### src/nnr_pkg.sv
package nnr_pkg;

    localparam int DEF_MAX_WIDTH  = 64;
    localparam int DEF_MAX_HEIGHT = 64;

    localparam int CFG_W   = 7;
    localparam int CFG_MAX = (1 << CFG_W) - 1;
    localparam int COORD_W = 6;
    localparam int PIX_W   = 8;
    localparam int APB_AW  = 4;
    localparam int APB_DW  = 32;

    // Divider widths: numerator 2*d*s + dsz, denominator 2*dsz, quotient below 128.
    localparam int NUM_W = 2 * CFG_W + 1;
    localparam int DEN_W = CFG_W + 1;
    localparam int QUO_W = CFG_W;
    localparam int CNT_W = $clog2(QUO_W);

    localparam logic FUNC_LOAD  = 1'b0;
    localparam logic FUNC_FETCH = 1'b1;

    localparam logic [1:0] REG_SRC_WIDTH  = 2'd0;
    localparam logic [1:0] REG_SRC_HEIGHT = 2'd1;
    localparam logic [1:0] REG_DST_WIDTH  = 2'd2;
    localparam logic [1:0] REG_DST_HEIGHT = 2'd3;

    localparam logic [CFG_W-1:0] RST_SRC_WIDTH  = 7'd28;
    localparam logic [CFG_W-1:0] RST_SRC_HEIGHT = 7'd28;
    localparam logic [CFG_W-1:0] RST_DST_WIDTH  = 7'd32;
    localparam logic [CFG_W-1:0] RST_DST_HEIGHT = 7'd32;

    typedef struct packed {
        logic               func;
        logic [COORD_W-1:0] col;
        logic [COORD_W-1:0] row;
        logic [PIX_W-1:0]   pixel_in;
    } t_in_item;

    typedef struct packed {
        logic [PIX_W-1:0] pixel_out;
        logic             range_error;
    } t_out_item;

    typedef struct packed {
        logic busy;
        logic done;
    } t_div_stat;

    // A size register of zero acts as one, and a size above the limit acts as the limit.
    function automatic logic [CFG_W-1:0] eff_size(input logic [CFG_W-1:0] v, input int limit);
        logic [CFG_W-1:0] r;
        if (v == '0) begin
            r = CFG_W'(1);
        end else if (int'(v) > limit) begin
            r = CFG_W'(limit);
        end else begin
            r = v;
        end
        return r;
    endfunction

endpackage

### src/nnr_div.sv
module nnr_div (
    input  logic                          i_clk,
    input  logic                          i_rst_n,
    input  logic                          i_start,
    input  logic [nnr_pkg::COORD_W-1:0]   i_coord,
    input  logic [nnr_pkg::CFG_W-1:0]     i_src_size,
    input  logic [nnr_pkg::CFG_W-1:0]     i_dst_size,
    output nnr_pkg::t_div_stat            o_stat,
    output logic [nnr_pkg::QUO_W-1:0]     o_quo
);
    import nnr_pkg::*;

    logic [NUM_W-1:0] w_d2;
    logic [NUM_W-1:0] w_s;
    logic [NUM_W-1:0] w_num;
    logic [DEN_W:0]   w_trial;
    logic [DEN_W:0]   w_diff;
    logic             w_ge;

    logic             r_busy;
    logic             r_done;
    logic [CNT_W-1:0] r_cnt;
    logic [DEN_W-1:0] r_rem;
    logic [QUO_W-1:0] r_low;
    logic [DEN_W-1:0] r_den;
    logic [QUO_W-1:0] r_quo;

    assign w_d2  = NUM_W'({i_coord, 1'b0});
    assign w_s   = NUM_W'(i_src_size);
    assign w_num = w_d2 * w_s + NUM_W'(i_dst_size);

    // One restoring step per cycle. The upper numerator bits are already below the
    // denominator because the quotient fits in QUO_W bits.
    assign w_trial = {r_rem, r_low[QUO_W-1]};
    assign w_ge    = (w_trial >= {1'b0, r_den});
    assign w_diff  = w_trial - {1'b0, r_den};

    always_ff @(posedge i_clk) begin
        if (!i_rst_n) begin
            r_busy <= 1'b0;
            r_done <= 1'b0;
            r_cnt  <= '0;
        end else begin
            r_done <= 1'b0;
            if (r_busy) begin
                r_rem <= w_ge ? w_diff[DEN_W-1:0] : w_trial[DEN_W-1:0];
                r_low <= {r_low[QUO_W-2:0], 1'b0};
                r_quo <= {r_quo[QUO_W-2:0], w_ge};
                r_cnt <= r_cnt - CNT_W'(1);
                if (r_cnt == '0) begin
                    r_busy <= 1'b0;
                    r_done <= 1'b1;
                end
            end else if (i_start) begin
                r_rem  <= w_num[NUM_W-1:QUO_W];
                r_low  <= w_num[QUO_W-1:0];
                r_den  <= {i_dst_size, 1'b0};
                r_cnt  <= CNT_W'(QUO_W - 1);
                r_busy <= 1'b1;
            end
        end
    end

    assign o_stat.busy = r_busy;
    assign o_stat.done = r_done;
    assign o_quo       = r_quo;

endmodule

### config.mk
export PLATFORM = sky130hd
export DESIGN_NAME = nnr_div
export DESIGN_NICKNAME = d
export VERILOG_FILES = /design/src/nnr_pkg.sv /design/src/nnr_div.sv
export SDC_FILE = /design/constraint.sdc
export NUM_CORES = 1
export LEC_CHECK = 0
export ABC_AREA = 1
export BUFFER_PORTS_ARGS = -buffer_cell sky130_fd_sc_hd__buf_2
export CAP_MARGIN = 20
export CORE_ASPECT_RATIO = 1.1
export CORE_MARGIN = 4
export CORE_UTILIZATION = 40
export DETAILED_ROUTE_END_ITERATION = 8
export SYNTH_ARGS = -nofsm -noshare
export SYNTH_HDL_FRONTEND = slang
export SYNTH_SLANG_ARGS = --single-unit
export TNS_END_PERCENT = 100
### constraint.sdc
create_clock -name i_clk -period 4.85 [get_ports i_clk]
set_input_delay 1.2125 -clock i_clk [delete_from_list [all_inputs] [get_ports i_clk]]
set_output_delay 1.2125 -clock i_clk [all_outputs]
set_load 0.01 [all_outputs]
; ---- Word level (Yosys, flattened, before mapping)
; Cells that the tools add are included.
[totals]
word_cells = 30
regBits = 34
output_inout_bits = 9
[classes]
magnitude_cmp = 1
n_addsub = 3
n_bitwise = 1
n_mux = 11
mul = 1
reduce_logical = 5
[op_table]
columns = op, count
row1 = 2-to-1 mux 8 bit, 3
row2 = adder 14 x 7 -> 15 bit, 1
row3 = 2-to-1 mux 7 bit, 2
row4 = multiplier 6 x 7 -> 13 bit, 1
row5 = >= comparator 9 x 8 -> 1 bit, 1
row6 = subtractor 8 bit, 1
row7 = 2-to-1 mux 3 bit, 2
row8 = 2-to-1 mux 1 bit, 4
row9 = AND reduction 2 bit, 2
row10 = zero test 3 bit, 1
row11 = AND reduction 3 bit, 1
row12 = "subtractor 3 x 1 -> 3 bit, second input constant", 1
row13 = nonzero test 2 bit, 1
row14 = inverter 1 bit, 1

; ---- Longest topological paths before layout
[depth]
word_depth = 4
depth_mapped = 21
depth_no_buf = 21

; ---- Worst setup path after synthesis
; No wires, ideal clock.
[synth_path]
path_kind = input to register
from = in i_coord[2] (netlist bit)
to = reg r_rem[6] (data pin)
setup_time_ns = 0.253
path_slack_ns = 0.132
t_arrival_ns = 4.465
t_required_ns = 4.597
path_buffers = 0
stages = 19
path_cell_list = nand2_1 -> inv_1 -> fa_1 -> inv_1 -> fa_1 -> fa_1 -> inv_1 -> ha_1 -> xnor2_1 -> ha_1 -> nand2_1 -> inv_1 -> nand4_1 -> o211ai_2 -> nand2_4 -> nor2_4 -> nand3_1 -> nand3_1 -> nand2_1
[synth_via]
elab_chain_cells = 4
[synth_rtl]
columns = item, line_no
row1 = start: declaration, nnr_div.sv:5  ; input logic [nnr_pkg::COORD_W-1:0] i_coord,
row2 = multiplier 6 x 7 -> 13 bit, nnr_div.sv:30  ; assign w_num = w_d2 * w_s + NUM_W'(i_dst_size);
row3 = adder 14 x 7 -> 15 bit, nnr_div.sv:30
row4 = 2-to-1 mux 8 bit, nnr_div.sv:54  ; end else if (i_start) begin
row5 = 2-to-1 mux 8 bit, nnr_div.sv:45  ; if (r_busy) begin
row6 = end signal: assignment, nnr_div.sv:46  ; r_rem <= w_ge ? w_diff[DEN_W-1:0] : w_trial[DEN_W-1:0];
row7 = end signal: assignment, nnr_div.sv:55  ; r_rem <= w_num[NUM_W-1:QUO_W];
row8 = end: declaration, nnr_div.sv:23  ; logic [DEN_W-1:0] r_rem;
; Every way passes these cells. The select of a mux whose other input is x is not followed.
; A chain may end at the register's enable or synchronous reset.

; ---- Worst setup path after layout
[layout_path]
from = in i_coord[2] (netlist bit)
to = reg r_rem[5] (data pin)
; The elaborated chain is that of the path after synthesis.

==> metrics.txt <==
Antenna diodes 0; die area 10600 um^2; clk_lat worst skew 0.28 ns; Routability Congestion 0.7843; I/O Buffers 31; H-tree levels 2; post-synth top area share 24.15%; placed insts 628; HP Start o_quo[3]; # fillers 912; mapped cell area 3606 um^2; vias in the first global route 2896; post-synth top area cell edfxtp_1; PwrDens 364.7 nW/um^2; Final period util 95.63%; Setup CP Type in -> reg; global-route usage over all layers 13.95%; Vias per Instance 4.651; initial antenna violation count 0; Worst-path clk slew 0.06 ns; Post-Layout Cell Count 637; Max Cap Viol 0; prevailing post-synth register cell edfxtp_1; Syn Inst Count 469; post-synthesis register bit count 34; Worst setup EP type register; CTS buffer count 5; leakage power 2.323 nW; chip width 98.53 um; layout net count 604; Hold Vio Cnt, Final 0; dpl hpwl 6.028 mm; post-place instance area 4016 um^2; First-pass DRT Iterations 4; Ports 32; clock sink count 34; fmax 215.6 MHz; peak supply drop 0.1473 mV; Distinct cells, synth 35; Hold WC Path Type reg -> reg; initial drt markers 91; worst path arrival time 4.67 ns; CTS Hold Bufs 0; share of layout cells above drive strength 1 15.87%; core footprint 8828 um^2; Starting Density 40.84%; total number of yosys warnings 0; worst r2r src r_rem[0]; worst slew pin tran 0.7941 ns; Register Area 970.9 um^2; DR DRC count 0; multi-input logic area 2186 um^2; Worst EP required 4.88 ns; total chip power 1.502 mW; CTS tree built; status complete, no violations; Crit. Startpoint i_coord[2]; Rows 36; dpl ws -0.06308 ns; RSZ-0062 raised after global routing no; clk_skew 0.007861 ns; root buf cell clkbuf_8; WL per Instance 11.07 um; largest net degree at the start of global routing 24; register area share after synthesis 26.93%; grt total ovfl 0; Via Count 2963; antenna-violating nets left 0; Longest Clk Path Bufs 2; slew margin rel. 46.99%; Async SR Flop Fraction 0%; CP max FO 4; Final setup viols 0; syn_area_per_cell 7.689 um^2; startpoint types input port; finished layout cell area 4119 um^2; Syn Nets 551; final worst slack 0.2118 ns; synth top area cells edfxtp_1 24%, nand2_1 14%, fa_1 13%; Syn-to-layout area delta 14.23%; aggregate routed wire length 7.054 mm; EDFF count, synth 29; pins over their slew limit 0; setup total negative slack 0 ns; global-route wire length before repair 12.38 mm; Die H 107.6 um; min cycle time layout 4.638 ns
## synthesized netlist by cell type (all sizes together), types with 2 or more instances
library cell,count
edfxtp,29
nor3,3
xnor2,4
nand4,7
xor2,4
clkbuf,2
inv,113
a21oi,20
o21ai,13
nand3,22
dfxtp,5
fa,23
o21bai,2
nand2,145
buf,4
nor2,24
nand3b,3
ha,36
o211ai,4
## registers in the layout (all words and copies together) (netlist names)
signal / count
r_busy: 1
r_rem: 8
r_cnt: 3
r_den: 7
r_done: 1
r_low: 7
o_quo: 7
## metal layers
| layer | GRT usage (%) | vias up | wire length, um |
|---|---|---|---|
| met1 | 17.18 | 1342 | 3089 |
| met2 | 25.89 | 54 | 3633 |
| li1 | - | 1559 | - |
| met3 | 1.102 | 8 | 223 |
| met4 | 4.098 | 0 | 108 |
| met5 | 0 | - | 0 |
## cell usage in the layout, fill, tap and decap left out, types with 6 or more instances in the layout
| cell type | instances |
|---|---|
| ha_1 | 35 |
| o21ai_0 | 9 |
| edfxtp_1 | 29 |
| inv_1 | 110 |
| buf_4 | 21 |
| nand3_1 | 20 |
| buf_2 | 31 |
| nand2_2 | 6 |
| nand4_1 | 7 |
| fa_1 | 23 |
| nor2_1 | 21 |
| a21oi_1 | 19 |
| nand2_1 | 134 |
## cells by family after synthesis
group | after synthesis | share of synthesized area, %
adders and majority gates | 59 | 25.26
xor gates and xnor gates | 8 | 1.943
buffers and inverters | 119 | 12.80
AOI/OAI and AO/OA | 44 | 7.356
DFF | 34 | 26.93
and+or+nand+nor | 205 | 25.71
## worst max-delay path, stage by stage
cell and delay [ns]:
buf_2 0.12, nand2_1 0.07, inv_1 0.05, fa_1 0.53
inv_1 0.06, fa_1 0.50, fa_1 0.54, inv_1 0.06
ha_4 0.24, xnor2_1 0.12, ha_1 0.33, buf_4 0.14
buf_4 0.13, a21oi_2 0.24, nor2_4 0.08, nand3_2 0.07
nand2_1 0.05, nand2_1 0.05, nand2_1 0.04
## layout make-up
| type | instances | share of cell area (%) |
|---|---|---|
| Multi-Input combinational cell | 316 | 53.07 |
| Timing Repair Buffer | 52 | 7.594 |
| Tap cell | 114 | 3.463 |
| Clock buffer | 6 | 1.762 |
| Clock inverter | 2 | 0.2430 |
| Inverter | 113 | 10.30 |
| Sequential cell | 34 | 23.57 |
## final timing paths
check                           cells past startpoint  slack (ns)        to
worst max-delay path                               19        0.21  r_rem[5]
worst min-delay path                                0        0.45  o_quo[4]
worst max register to register                      9        2.62  r_rem[3]
worst min register to register                      0        0.45  o_quo[4]
## report_power, final
group	internal (mW)	switching (mW)	total (mW)
clock	0.0992	0.0937	0.193
sequential	0.374	0.0227	0.397
combinational	0.370	0.542	0.912
total	0.844	0.659	1.50
## per-stage QoR
| step | util, % | hold WS (ns) |
|---|---|---|
| finish | 46.66 | 0.4537 |
| global route | 46.66 | 0.4690 |
| CTS | 46.43 | 0.4561 |
| detailed placement | 45.49 | 0.4356 |
| global placement | 45.49 | 0.4318 |
| floorplan | - | 0.4355 |
## what timing repair did
action / 4_1_cts / 5_1_grt
buffers inserted: 0 / 1
endpoints found under the setup margin: 0 / 3
hold endpoints to repair: 0 / 0
resized for setup: 0 / 2
No activity file was read; power rests on OpenSTA's default activity.
